### src/rtl/monotone_cubic_upsampler_top_defines.svh
// ----------------------------------------------------------------------------
// Monotone cubic upsampler assertion macros
// Shared assertion forms, clocked on clk_i and held off during reset.
// ----------------------------------------------------------------------------
`ifndef MONOTONE_CUBIC_UPSAMPLER_TOP_DEFINES_SVH
`define MONOTONE_CUBIC_UPSAMPLER_TOP_DEFINES_SVH

// Property that must hold at every clock edge outside reset.
`define MCU_ASSERT(lbl, prop, msg) \
  lbl: assert property (@(posedge clk_i) disable iff (!rst_ni) prop) else $error(msg);

// Condition that must never be seen outside reset.
`define MCU_NEVER(lbl, cond, msg) \
  `MCU_ASSERT(lbl, !(cond), msg)

`endif

### src/rtl/mcu_pkg.sv
// ----------------------------------------------------------------------------
// Monotone cubic upsampler package
// Widths, basis weight table and the types shared by the front end, the
// queues and the back end.
// ----------------------------------------------------------------------------
package mcu_pkg;

  localparam int unsigned SUBSTEPS   = 6;
  localparam int unsigned MAX_POINTS = 64;

  localparam int unsigned SampleW = 15;
  localparam int unsigned PosW    = 9;
  localparam int unsigned SlopeW  = 18;
  localparam int unsigned WeightW = 17;
  localparam int unsigned KW      = $clog2(SUBSTEPS);
  localparam int unsigned ProdPW  = WeightW + SampleW + 2;
  localparam int unsigned ProdMW  = WeightW + SlopeW;
  localparam int unsigned AccW    = 40;
  localparam int unsigned FracW   = 16;
  localparam int unsigned RoundBias = 1 << (FracW - 1);

  localparam int unsigned ValMax    = 25600;
  localparam int unsigned PosMaxRaw = (MAX_POINTS - 1) * SUBSTEPS;
  localparam int unsigned PosMax    = (PosMaxRaw > 511) ? 511 : PosMaxRaw;

  localparam longint Den  = SUBSTEPS * SUBSTEPS * SUBSTEPS;
  localparam longint Den2 = 2 * Den;

  localparam int unsigned CmdDepth = 2;
  localparam int unsigned CmdPtrW  = $clog2(CmdDepth);
  localparam int unsigned CmdCntW  = $clog2(CmdDepth + 1);
  localparam int unsigned ResDepth = 4;
  localparam int unsigned ResPtrW  = $clog2(ResDepth);
  localparam int unsigned ResCntW  = $clog2(ResDepth + 1);

  typedef logic [SampleW-1:0]        sample_t;
  typedef logic [PosW-1:0]           pos_t;
  typedef logic signed [SlopeW-1:0]  slope_t;
  typedef logic signed [WeightW-1:0] weight_t;

  typedef struct packed {
    weight_t w00;
    weight_t w10;
    weight_t w01;
    weight_t w11;
  } basis_t;

  typedef basis_t [SUBSTEPS-1:0] basis_tab_t;

  typedef enum logic [1:0] {
    PH_GAP1,
    PH_GAP2,
    PH_END
  } phase_e;

  // One accepted sample's work: up to two gaps and the window end point.
  // The second gap runs from p2 to last with slopes m2 and zero.
  typedef struct packed {
    logic    has_gap1;
    logic    has_gap2;
    logic    has_end;
    sample_t p1;
    sample_t p2;
    slope_t  m1;
    slope_t  m2;
    sample_t last;
  } cmd_t;

  typedef struct packed {
    logic full;
    logic empty;
  } q_stat_t;

  typedef struct packed {
    sample_t value;
    pos_t    pos;
    logic    fin;
  } res_t;

  function automatic weight_t q15_of(longint num);
    longint mag;
    longint r;
    mag = (num < 0) ? -num : num;
    r = (mag * 65536 + Den) / Den2;
    return (num < 0) ? weight_t'(-r) : weight_t'(r);
  endfunction

  function automatic basis_tab_t build_basis();
    basis_tab_t tab;
    longint s;
    longint k;
    longint k2;
    longint k3;
    s = SUBSTEPS;
    for (int i = 0; i < SUBSTEPS; i++) begin
      k  = i;
      k2 = k * k;
      k3 = k2 * k;
      tab[i].w00 = q15_of(2 * k3 - 3 * k2 * s + Den);
      tab[i].w10 = q15_of(k3 - 2 * k2 * s + k * s * s);
      tab[i].w01 = q15_of(3 * k2 * s - 2 * k3);
      tab[i].w11 = q15_of(k3 - k2 * s);
    end
    return tab;
  endfunction

  localparam basis_tab_t Basis = build_basis();

endpackage

### src/rtl/mcu_front.sv
// ----------------------------------------------------------------------------
// Monotone cubic upsampler front end
// Accepts samples, keeps the last two of the window, computes slopes and
// queues the gaps and end point that each sample releases.
// ----------------------------------------------------------------------------
module mcu_front (
  input  logic            clk_i,
  input  logic            rst_ni,
  input  logic            push_i,
  input  mcu_pkg::sample_t sample_i,
  input  logic            end_of_window_i,
  input  logic            cmd_full_i,
  output logic            cmd_push_o,
  output mcu_pkg::cmd_t   cmd_o
);

  function automatic mcu_pkg::slope_t half_slope(mcu_pkg::sample_t prev,
                                                 mcu_pkg::sample_t cur,
                                                 mcu_pkg::sample_t next);
    logic signed [mcu_pkg::SampleW:0]   diff_in;
    logic signed [mcu_pkg::SampleW:0]   diff_out;
    logic [mcu_pkg::SampleW-1:0]        ab;
    logic [mcu_pkg::SampleW-1:0]        aa;
    logic [mcu_pkg::SampleW-1:0]        mn;
    logic signed [mcu_pkg::SampleW+4:0] lim;
    logic signed [mcu_pkg::SampleW+4:0] s;
    diff_in  = $signed({1'b0, cur}) - $signed({1'b0, prev});
    diff_out = $signed({1'b0, next}) - $signed({1'b0, cur});
    ab = diff_in[mcu_pkg::SampleW] ? mcu_pkg::SampleW'(-diff_in)
                                   : mcu_pkg::SampleW'(diff_in);
    aa = diff_out[mcu_pkg::SampleW] ? mcu_pkg::SampleW'(-diff_out)
                                    : mcu_pkg::SampleW'(diff_out);
    mn = (ab < aa) ? ab : aa;
    lim = ($signed({5'd0, mn}) <<< 2) + ($signed({5'd0, mn}) <<< 1);
    s = (mcu_pkg::SampleW + 5)'(diff_in) + (mcu_pkg::SampleW + 5)'(diff_out);
    if (diff_in == '0 || diff_out == '0 ||
        (diff_in[mcu_pkg::SampleW] != diff_out[mcu_pkg::SampleW])) begin
      return '0;
    end
    if (s > lim) begin
      s = lim;
    end else if (s < -lim) begin
      s = -lim;
    end
    return mcu_pkg::slope_t'(s);
  endfunction

  logic [1:0]       seen_q, seen_d;
  mcu_pkg::slope_t  slope_q, slope_d;
  mcu_pkg::sample_t middle_q, middle_d;
  mcu_pkg::sample_t newest_q, newest_d;
  mcu_pkg::slope_t  m_new;
  logic             accept;

  assign accept = push_i & ~cmd_full_i;
  assign m_new  = half_slope(middle_q, newest_q, sample_i);

  always_comb begin
    seen_d     = seen_q;
    slope_d    = slope_q;
    middle_d   = middle_q;
    newest_d   = newest_q;
    cmd_push_o = 1'b0;
    cmd_o      = '0;
    cmd_o.last = sample_i;
    if (accept) begin
      case (seen_q)
        2'd0: begin
          if (end_of_window_i) begin
            cmd_push_o    = 1'b1;
            cmd_o.has_end = 1'b1;
          end else begin
            newest_d = sample_i;
            seen_d   = 2'd1;
          end
        end
        2'd1: begin
          if (end_of_window_i) begin
            cmd_push_o     = 1'b1;
            cmd_o.has_gap1 = 1'b1;
            cmd_o.has_end  = 1'b1;
            cmd_o.p1       = newest_q;
            cmd_o.p2       = sample_i;
            seen_d         = 2'd0;
          end else begin
            middle_d = newest_q;
            newest_d = sample_i;
            seen_d   = 2'd2;
          end
        end
        default: begin
          cmd_push_o     = 1'b1;
          cmd_o.has_gap1 = 1'b1;
          cmd_o.p1       = middle_q;
          cmd_o.p2       = newest_q;
          cmd_o.m1       = slope_q;
          cmd_o.m2       = m_new;
          if (end_of_window_i) begin
            cmd_o.has_gap2 = 1'b1;
            cmd_o.has_end  = 1'b1;
            seen_d         = 2'd0;
            slope_d        = '0;
          end else begin
            middle_d = newest_q;
            newest_d = sample_i;
            slope_d  = m_new;
            seen_d   = 2'd3;
          end
        end
      endcase
    end
  end

  always_ff @(posedge clk_i or negedge rst_ni) begin
    if (!rst_ni) begin
      seen_q  <= '0;
      slope_q <= '0;
    end else begin
      seen_q  <= seen_d;
      slope_q <= slope_d;
    end
  end

  always_ff @(posedge clk_i) begin
    middle_q <= middle_d;
    newest_q <= newest_d;
  end

endmodule

### src/rtl/mcu_cmdq.sv
// ----------------------------------------------------------------------------
// Monotone cubic upsampler command queue
// Short queue of gap commands between the front end and the back end.
// ----------------------------------------------------------------------------
module mcu_cmdq (
  input  logic             clk_i,
  input  logic             rst_ni,
  input  logic             push_i,
  input  mcu_pkg::cmd_t    cmd_i,
  input  logic             pop_i,
  output mcu_pkg::cmd_t    head_o,
  output mcu_pkg::q_stat_t stat_o
);

  mcu_pkg::cmd_t                 mem_q [mcu_pkg::CmdDepth];
  logic [mcu_pkg::CmdPtrW-1:0]   wr_ptr_q, rd_ptr_q;
  logic [mcu_pkg::CmdCntW-1:0]   count_q;
  logic                          do_push, do_pop;

  assign stat_o.full  = (count_q == mcu_pkg::CmdCntW'(mcu_pkg::CmdDepth));
  assign stat_o.empty = (count_q == '0);
  assign do_push      = push_i & ~stat_o.full;
  assign do_pop       = pop_i & ~stat_o.empty;
  assign head_o       = mem_q[rd_ptr_q];

  always_ff @(posedge clk_i or negedge rst_ni) begin
    if (!rst_ni) begin
      wr_ptr_q <= '0;
      rd_ptr_q <= '0;
      count_q  <= '0;
    end else begin
      if (do_push) begin
        wr_ptr_q <= wr_ptr_q + 1'b1;
      end
      if (do_pop) begin
        rd_ptr_q <= rd_ptr_q + 1'b1;
      end
      count_q <= count_q + mcu_pkg::CmdCntW'(do_push) - mcu_pkg::CmdCntW'(do_pop);
    end
  end

  always_ff @(posedge clk_i) begin
    if (do_push) begin
      mem_q[wr_ptr_q] <= cmd_i;
    end
  end

endmodule

### src/rtl/mcu_back.sv
// ----------------------------------------------------------------------------
// Monotone cubic upsampler back end
// Steps through each queued gap's substeps, weights the end samples and slopes
// by the basis table, rounds and saturates one word per cycle unless stalled.
// ----------------------------------------------------------------------------
module mcu_back (
  input  logic                        clk_i,
  input  logic                        rst_ni,
  input  mcu_pkg::cmd_t               cmd_i,
  input  logic                        cmd_valid_i,
  output logic                        cmd_pop_o,
  input  logic [mcu_pkg::ResCntW-1:0] res_count_i,
  output logic                        res_push_o,
  output mcu_pkg::res_t               res_o
);

  mcu_pkg::phase_e            phase_q, phase_d, phase;
  logic [mcu_pkg::KW-1:0]     k_q, k_d;
  mcu_pkg::pos_t              pos_q, pos_d;
  logic                       issue, last_k;
  mcu_pkg::sample_t           op_p1, op_p2;
  mcu_pkg::slope_t            op_m1, op_m2;
  logic                       op_end;
  mcu_pkg::basis_t            w;

  logic                             s1_v_q;
  logic                             s1_end_q;
  mcu_pkg::sample_t                 s1_endval_q;
  mcu_pkg::pos_t                    s1_pos_q;
  logic signed [mcu_pkg::ProdPW-1:0] s1_p00_q, s1_p01_q;
  logic signed [mcu_pkg::ProdMW-1:0] s1_p10_q, s1_p11_q;

  logic signed [mcu_pkg::AccW-1:0]  acc, rnd;
  logic [mcu_pkg::AccW-mcu_pkg::FracW-1:0] v;

  assign issue  = cmd_valid_i &&
                  (({1'b0, res_count_i} + (mcu_pkg::ResCntW + 1)'(s1_v_q)) <
                   (mcu_pkg::ResCntW + 1)'(mcu_pkg::ResDepth));
  assign last_k = (k_q == mcu_pkg::KW'(mcu_pkg::SUBSTEPS - 1));
  assign phase  = (phase_q == mcu_pkg::PH_GAP1 && !cmd_i.has_gap1) ? mcu_pkg::PH_END
                                                                    : phase_q;
  assign w      = mcu_pkg::Basis[k_q];

  always_comb begin
    phase_d   = phase_q;
    k_d       = k_q;
    cmd_pop_o = 1'b0;
    if (issue) begin
      unique case (phase)
        mcu_pkg::PH_GAP1: begin
          if (last_k) begin
            k_d = '0;
            if (cmd_i.has_gap2) begin
              phase_d = mcu_pkg::PH_GAP2;
            end else if (cmd_i.has_end) begin
              phase_d = mcu_pkg::PH_END;
            end else begin
              phase_d   = mcu_pkg::PH_GAP1;
              cmd_pop_o = 1'b1;
            end
          end else begin
            k_d = k_q + 1'b1;
          end
        end
        mcu_pkg::PH_GAP2: begin
          if (last_k) begin
            k_d = '0;
            if (cmd_i.has_end) begin
              phase_d = mcu_pkg::PH_END;
            end else begin
              phase_d   = mcu_pkg::PH_GAP1;
              cmd_pop_o = 1'b1;
            end
          end else begin
            k_d = k_q + 1'b1;
          end
        end
        mcu_pkg::PH_END: begin
          phase_d   = mcu_pkg::PH_GAP1;
          k_d       = '0;
          cmd_pop_o = 1'b1;
        end
        default: begin
          phase_d = mcu_pkg::PH_GAP1;
          k_d     = '0;
        end
      endcase
    end
  end

  always_comb begin
    op_p1  = cmd_i.p1;
    op_p2  = cmd_i.p2;
    op_m1  = cmd_i.m1;
    op_m2  = cmd_i.m2;
    op_end = 1'b0;
    unique case (phase)
      mcu_pkg::PH_GAP1: begin
        op_end = 1'b0;
      end
      mcu_pkg::PH_GAP2: begin
        op_p1 = cmd_i.p2;
        op_p2 = cmd_i.last;
        op_m1 = cmd_i.m2;
        op_m2 = '0;
      end
      mcu_pkg::PH_END: begin
        op_end = 1'b1;
      end
      default: begin
        op_end = 1'b0;
      end
    endcase
  end

  always_comb begin
    pos_d = pos_q;
    if (issue) begin
      if (op_end) begin
        pos_d = '0;
      end else if (pos_q < mcu_pkg::PosW'(mcu_pkg::PosMax)) begin
        pos_d = pos_q + 1'b1;
      end
    end
  end

  always_ff @(posedge clk_i or negedge rst_ni) begin
    if (!rst_ni) begin
      phase_q <= mcu_pkg::PH_GAP1;
      k_q     <= '0;
      pos_q   <= '0;
      s1_v_q  <= 1'b0;
    end else begin
      phase_q <= phase_d;
      k_q     <= k_d;
      pos_q   <= pos_d;
      s1_v_q  <= issue;
    end
  end

  always_ff @(posedge clk_i) begin
    if (issue) begin
      s1_end_q    <= op_end;
      s1_endval_q <= (cmd_i.last > mcu_pkg::SampleW'(mcu_pkg::ValMax))
                     ? mcu_pkg::SampleW'(mcu_pkg::ValMax) : cmd_i.last;
      s1_pos_q    <= pos_q;
      s1_p00_q    <= w.w00 * $signed({1'b0, op_p1, 1'b0});
      s1_p01_q    <= w.w01 * $signed({1'b0, op_p2, 1'b0});
      s1_p10_q    <= w.w10 * op_m1;
      s1_p11_q    <= w.w11 * op_m2;
    end
  end

  assign acc = mcu_pkg::AccW'(s1_p00_q) + mcu_pkg::AccW'(s1_p01_q)
             + mcu_pkg::AccW'(s1_p10_q) + mcu_pkg::AccW'(s1_p11_q);
  assign rnd = acc + mcu_pkg::AccW'(mcu_pkg::RoundBias);
  assign v   = rnd[mcu_pkg::AccW-1:mcu_pkg::FracW];

  always_comb begin
    res_o.pos = s1_pos_q;
    res_o.fin = s1_end_q;
    if (s1_end_q) begin
      res_o.value = s1_endval_q;
    end else if (acc < 0) begin
      res_o.value = '0;
    end else if (v > (mcu_pkg::AccW - mcu_pkg::FracW)'(mcu_pkg::ValMax)) begin
      res_o.value = mcu_pkg::SampleW'(mcu_pkg::ValMax);
    end else begin
      res_o.value = mcu_pkg::SampleW'(v);
    end
  end

  assign res_push_o = s1_v_q;

endmodule

### src/rtl/mcu_resq.sv
// ----------------------------------------------------------------------------
// Monotone cubic upsampler result queue
// Holds finished words until the consumer pops them.
// ----------------------------------------------------------------------------
module mcu_resq (
  input  logic                        clk_i,
  input  logic                        rst_ni,
  input  logic                        push_i,
  input  mcu_pkg::res_t               res_i,
  input  logic                        pop_i,
  output mcu_pkg::res_t               head_o,
  output logic                        empty_o,
  output logic [mcu_pkg::ResCntW-1:0] count_o
);

  mcu_pkg::res_t               mem_q [mcu_pkg::ResDepth];
  logic [mcu_pkg::ResPtrW-1:0] wr_ptr_q, rd_ptr_q;
  logic [mcu_pkg::ResCntW-1:0] count_q;
  logic                        do_push, do_pop;

  assign empty_o = (count_q == '0);
  assign count_o = count_q;
  assign do_push = push_i & (count_q != mcu_pkg::ResCntW'(mcu_pkg::ResDepth));
  assign do_pop  = pop_i & ~empty_o;
  assign head_o  = mem_q[rd_ptr_q];

  always_ff @(posedge clk_i or negedge rst_ni) begin
    if (!rst_ni) begin
      wr_ptr_q <= '0;
      rd_ptr_q <= '0;
      count_q  <= '0;
    end else begin
      if (do_push) begin
        wr_ptr_q <= wr_ptr_q + 1'b1;
      end
      if (do_pop) begin
        rd_ptr_q <= rd_ptr_q + 1'b1;
      end
      count_q <= count_q + mcu_pkg::ResCntW'(do_push) - mcu_pkg::ResCntW'(do_pop);
    end
  end

  always_ff @(posedge clk_i) begin
    if (do_push) begin
      mem_q[wr_ptr_q] <= res_i;
    end
  end

endmodule

### src/rtl/monotone_cubic_upsampler_top.sv
// ----------------------------------------------------------------------------
// Monotone cubic upsampler
// The first word of a released gap goes through the command queue, the back
// end's multiply stage register and the result queue if the back end is free.
// That stage issues one word per cycle while the result queue has room:
// SUBSTEPS words per gap and up to 2*SUBSTEPS+1 for a window's last sample.
// Reset is asynchronous and clears all control state at once.
// ----------------------------------------------------------------------------
`include "monotone_cubic_upsampler_top_defines.svh"

module monotone_cubic_upsampler_top (
  input  logic                     clk_i,
  input  logic                     rst_ni,
  input  logic                     push,
  output logic                     full,
  input  logic [mcu_pkg::SampleW-1:0] sample_i,
  input  logic                     end_of_window_i,
  output logic                     empty,
  input  logic                     pop,
  output logic [mcu_pkg::SampleW-1:0] curve_value_o,
  output logic [mcu_pkg::PosW-1:0] position_o,
  output logic                     final_res_o
);

  mcu_pkg::cmd_t               front_cmd, head_cmd;
  logic                        front_push, back_pop;
  mcu_pkg::q_stat_t            cmd_stat;
  logic                        res_push;
  mcu_pkg::res_t               back_res, head_res;
  logic [mcu_pkg::ResCntW-1:0] res_count;

  mcu_front u_front (
    .clk_i          (clk_i),
    .rst_ni         (rst_ni),
    .push_i         (push),
    .sample_i       (sample_i),
    .end_of_window_i(end_of_window_i),
    .cmd_full_i     (cmd_stat.full),
    .cmd_push_o     (front_push),
    .cmd_o          (front_cmd)
  );

  mcu_cmdq u_cmdq (
    .clk_i (clk_i),
    .rst_ni(rst_ni),
    .push_i(front_push),
    .cmd_i (front_cmd),
    .pop_i (back_pop),
    .head_o(head_cmd),
    .stat_o(cmd_stat)
  );

  mcu_back u_back (
    .clk_i      (clk_i),
    .rst_ni     (rst_ni),
    .cmd_i      (head_cmd),
    .cmd_valid_i(~cmd_stat.empty),
    .cmd_pop_o  (back_pop),
    .res_count_i(res_count),
    .res_push_o (res_push),
    .res_o      (back_res)
  );

  mcu_resq u_resq (
    .clk_i  (clk_i),
    .rst_ni (rst_ni),
    .push_i (res_push),
    .res_i  (back_res),
    .pop_i  (pop),
    .head_o (head_res),
    .empty_o(empty),
    .count_o(res_count)
  );

  assign full          = cmd_stat.full;
  assign curve_value_o = head_res.value;
  assign position_o    = head_res.pos;
  assign final_res_o   = head_res.fin;

  `MCU_NEVER(a_value_range, !empty && (curve_value_o > mcu_pkg::SampleW'(mcu_pkg::ValMax)), "word value above full scale")
  `MCU_ASSERT(a_end_queued, push && !full && end_of_window_i |=> !cmd_stat.empty, "window end word not queued")
  `MCU_ASSERT(a_pos_order, !empty && pop && !final_res_o |=> empty || (position_o >= $past(position_o)), "position went backward inside a window")
  `MCU_NEVER(a_res_overflow, res_push && (res_count == mcu_pkg::ResCntW'(mcu_pkg::ResDepth)), "word written into a full result queue")

endmodule
### config.mk
export PLATFORM = sky130hd
export DESIGN_NAME = monotone_cubic_upsampler_top
export DESIGN_NICKNAME = d
export VERILOG_FILES = /design/src/rtl/mcu_pkg.sv /design/src/rtl/mcu_front.sv /design/src/rtl/mcu_cmdq.sv /design/src/rtl/mcu_back.sv /design/src/rtl/mcu_resq.sv /design/src/rtl/monotone_cubic_upsampler_top.sv
export VERILOG_INCLUDE_DIRS = /design/src /design/src/rtl
export SDC_FILE = /design/constraint.sdc
export NUM_CORES = 2
export LEC_CHECK = 0
export BUFFER_PORTS_ARGS = -buffer_cell sky130_fd_sc_hd__buf_2
export CORE_UTILIZATION = 50
export CTS_CLUSTER_DIAMETER = 80
export DETAILED_ROUTE_END_ITERATION = 8
export PLACE_DENSITY = 0.76
export RECOVER_POWER = 100
export SLEW_MARGIN = 15
export SYNTH_ARGS = -nofsm -noshare
export SYNTH_HDL_FRONTEND = slang
export SYNTH_HIERARCHICAL = 1
export SYNTH_SLANG_ARGS = --single-unit
### constraint.sdc
create_clock -name clk_i -period 13.6 [get_ports clk_i]
set_input_delay 1.36 -clock clk_i [delete_from_list [all_inputs] [get_ports clk_i]]
set_output_delay 1.36 -clock clk_i [all_outputs]
set_load 0.005 [all_outputs]
==> impl_metrics.ini <==
[route]
wl_per_cell_um = 20.18
post-route-drc-count = 0
ant_nets = 0
wl_mm = 161.4
initialDrtViolationCount = 3828
via_per_inst = 5.484
first_pass_iters = 6
num_vias = 43850

[sta]
clock_skew_ns = 0.03964
fin_crit_sh_pct = 91.86
setup_violations = 0
whs_ns = 0.4759
worst_slew_pin_slew_ns = 4.921
final-max-slew-violation-count = 655
hold_viol = 0
rsz0062_at_grt = false
timing.final.crit_period_ns = 12.49
fin_setup_tns_ns = 0
timing.fmax_mhz = 80.05
max_slew_margin_pct = -229.9

[floorplanning]
rows = 130
fp.dieH_um = 359.2
core_region_area_sq_um = 126100
die_x_um = 359.2
io_pins = 47
initial_core_util_pct = 50.60
dieArea_sq_um = 129000

[critical_path]
reg2reg_to = u_cmdq/mem_q[1][28]
arrival_ns = 12.85
cp.depth = 40
critPathRequiredTime_ns = 13.96
reg2reg_from = u_front/newest_q[0]
cp-start-kind = input pin
crit_type = input pin to flop
rr_worst_depth = 38
slowest_stage = or2_0
max_stage_delay_ns = 0.87
cp.buffers_inverters = 5
crit_start = sample_i[0]
worst_path_dominant_cell_family = compound AO/OA/AOI/OAI gates
cp_max_fo = 16
end_kind = flop
endpoint = u_cmdq/mem_q[1][28]
rrSetupSlack_ns = 1.54

[cells_and_area]
drive_gt1_share_pct = 5.076
post-route-util_pct = 53.47
fin_cells = 7996
syn2layout_area_growth_pct = 5.666
layout.nets = 7859

[synthesis]
ys_types = 130
ys_ff_latch = 505
yosysSeqAreaShare_pct = 23.41
synth.avg_cell_area_sq_um = 10.13
synth_top_cell_area_share_pct = 29.00
synth_area_sq_um = 63790
synth_edf_count = 459
synthCells = 6299
synthArstFlopShare_pct = 9.109
synth_top_flop_cell = edfxtp_1
synth_area_leaders = fa_1 (29%), edfxtp_1 (22%), ha_1 (12%)
synth_fp_nets = 7859
ys_warn_count = 6
synth_top_area_cell = fa_1

[run_status]
violations = max-capacitance violations, max-slew violations
outcome = complete, but fails checks

[hold_path]
hp-class = flop to flop
holdPathStages = 0

[global_routing]
track_usage_pct = 25.36
grt_pass1_vias = 46100
grt_pass1_wl_mm = 255.3
antenna_found_initial = 4
grt_overflow_total = 0
grt_max_degree = 121

[clock_network]
cts_made_buffers = 53
cts_hold_buf = 0
cts.htree.levels = 2
clk_pin_slew_worst_paths_ns = 0.06
clock_latency_ns = 0.65
clock-sinks = 505
cts-root-buf = clkbuf_16
ctsLongestPathBuffers = 3
cts_tree = built
postCtsSetupBuffers = 0
cts-resized-gates = 0

[placed_design]
hpwl_mm = 134.6
place_congestion = 0.9717
portBuffers = 46
dp_cells = 7894

[flow_run]
maxCapViolCount = 16
## how the worst min path moves through the flow
stage	from	slack (ns)	to
after global routing	u_back/pos_q[8]	0.49	u_back/s1_pos_q[8]
after detailed placement	u_front/slope_q[0]	0.46	u_front/slope_q[0]
final	u_back/pos_q[8]	0.48	u_back/s1_pos_q[8]
after CTS	u_back/pos_q[8]	0.47	u_back/s1_pos_q[8]
after global placement	u_front/slope_q[0]	0.46	u_front/slope_q[0]
after floorplan	u_front/slope_q[0]	0.44	u_front/slope_q[0]
## flip-flops by register name (all words and copies together) (netlist names), 3 cells and up
name	count
u_back/s1_endval_q	15
u_resq/count_o	3
u_back/s1_p11_q	35
u_back/pos_q	9
u_resq/mem_q	100
u_front/slope_q	18
u_cmdq/mem_q	168
u_back/s1_p01_q	33
u_back/k_q	3
u_back/s1_p00_q	33
u_back/s1_p10_q	35
u_front/middle_q	15
u_back/s1_pos_q	9
u_front/newest_q	15
## synth_stat cells, types with 17 or more instances
| master | instances |
|---|---|
| inv_1 | 1571 |
| fa_1 | 924 |
| ha_1 | 616 |
| nor2_1 | 460 |
| edfxtp_1 | 459 |
| nand2_1 | 425 |
| a21oi_1 | 216 |
| o21ai_0 | 165 |
| xnor2_1 | 158 |
| clkbuf_1 | 104 |
| nand3_1 | 83 |
| nor3_1 | 69 |
| mux2_2 | 65 |
| xor2_1 | 64 |
| a21o_1 | 59 |
| mux2i_1 | 59 |
| mux2_1 | 52 |
| dfrtp_1 | 46 |
| nand2b_1 | 46 |
| and3_1 | 44 |
| o21a_1 | 40 |
| nor2b_1 | 39 |
| or2_2 | 32 |
| o211ai_1 | 27 |
| and2_1 | 26 |
| a211oi_1 | 23 |
| nand4_1 | 23 |
| o21bai_1 | 20 |
| or3_1 | 20 |
| buf_4 | 18 |
| mux4_2 | 18 |
| a31oi_1 | 17 |
## logic make-up (layout without fill, tap and decap cells)
logic type      count (synthesis)  after routing  synth area share, %
compound gates                758            758                8.146
xor+xnor                      226            226                3.168
fa+ha+maj                    1541           1541                41.10
buf+inv                      1725           1770                10.43
flops                         505            505                23.41
mux                           204            204                3.982
other cells                     0              2                    0
simple gates                 1340           1340                9.764
## metrics by stage
| stage | setup WS, ns | cell area (sq um) |
|---|---|---|
| 2_1_floorplan | 2.613 | 63790 |
| 3_3_place_gp | 0.9267 | 65790 |
| 3_5_place_dp | 0.8103 | 65790 |
| 4_1_cts | 1.416 | 67640 |
| 5_1_grt | 0.1648 | 67400 |
| 6_report | 1.108 | 67410 |
## per-layer routing
metal	global-route usage, %	up-vias	wire [um]
met5	0	-	27
met4	8.112	4	5578
met3	4.842	304	11960
met2	42.11	1505	76020
met1	33.48	21940	67810
li1	-	20100	-
## final cells by class
| type | instances | area [sq um] |
|---|---|---|
| sequential | 505 | 14930 |
| clock buffer | 65 | 1413 |
| tap | 1650 | 2064 |
| clock inverter | 35 | 439.2 |
| fill | 10910 | 58650 |
| antenna | 2 | 5.005 |
| inverter | 1574 | 5909 |
| multi-input combinational | 4069 | 42120 |
| timing repair buffer | 96 | 520.5 |
## worst reg2reg max path, delay by kind of cell (launching register included)
family          cells  cell delay, ns
flops               1            0.46
simple gates        8            3.12
compound gates     20            5.87
fa+ha+maj           5            1.60
buf+inv             3            0.31
xor+xnor            2            0.46
## cells in the final DEF, fill, tap and decap left out, drive strengths merged, types with 16 or more instances in the layout
cell type  netlist  layout
inv           1573    1576
fa             924     924
ha             616     616
nor2           460     460
edfxtp         459     459
nand2          427     427
a21oi          219     219
o21ai          175     175
xnor2          161     161
mux2           118     118
clkbuf         105     105
nand3           86      86
nor3            72      72
xor2            65      65
mux2i           61      61
a21o            60      60
buf             46      56
dfrtp           46      46
nand2b          46      46
and3            45      45
o21a            40      40
nor2b           39      39
or2             33      33
o211ai          28      28
and2            28      28
a211oi          27      27
nand4           25      25
mux4            25      25
o21bai          22      22
or3             20      20
clkinv           1      20
a31oi           18      18
o31ai           16      16
Power is not shown: default switching activity piles up to over one toggle a cycle in this logic, so the estimate is an artifact.
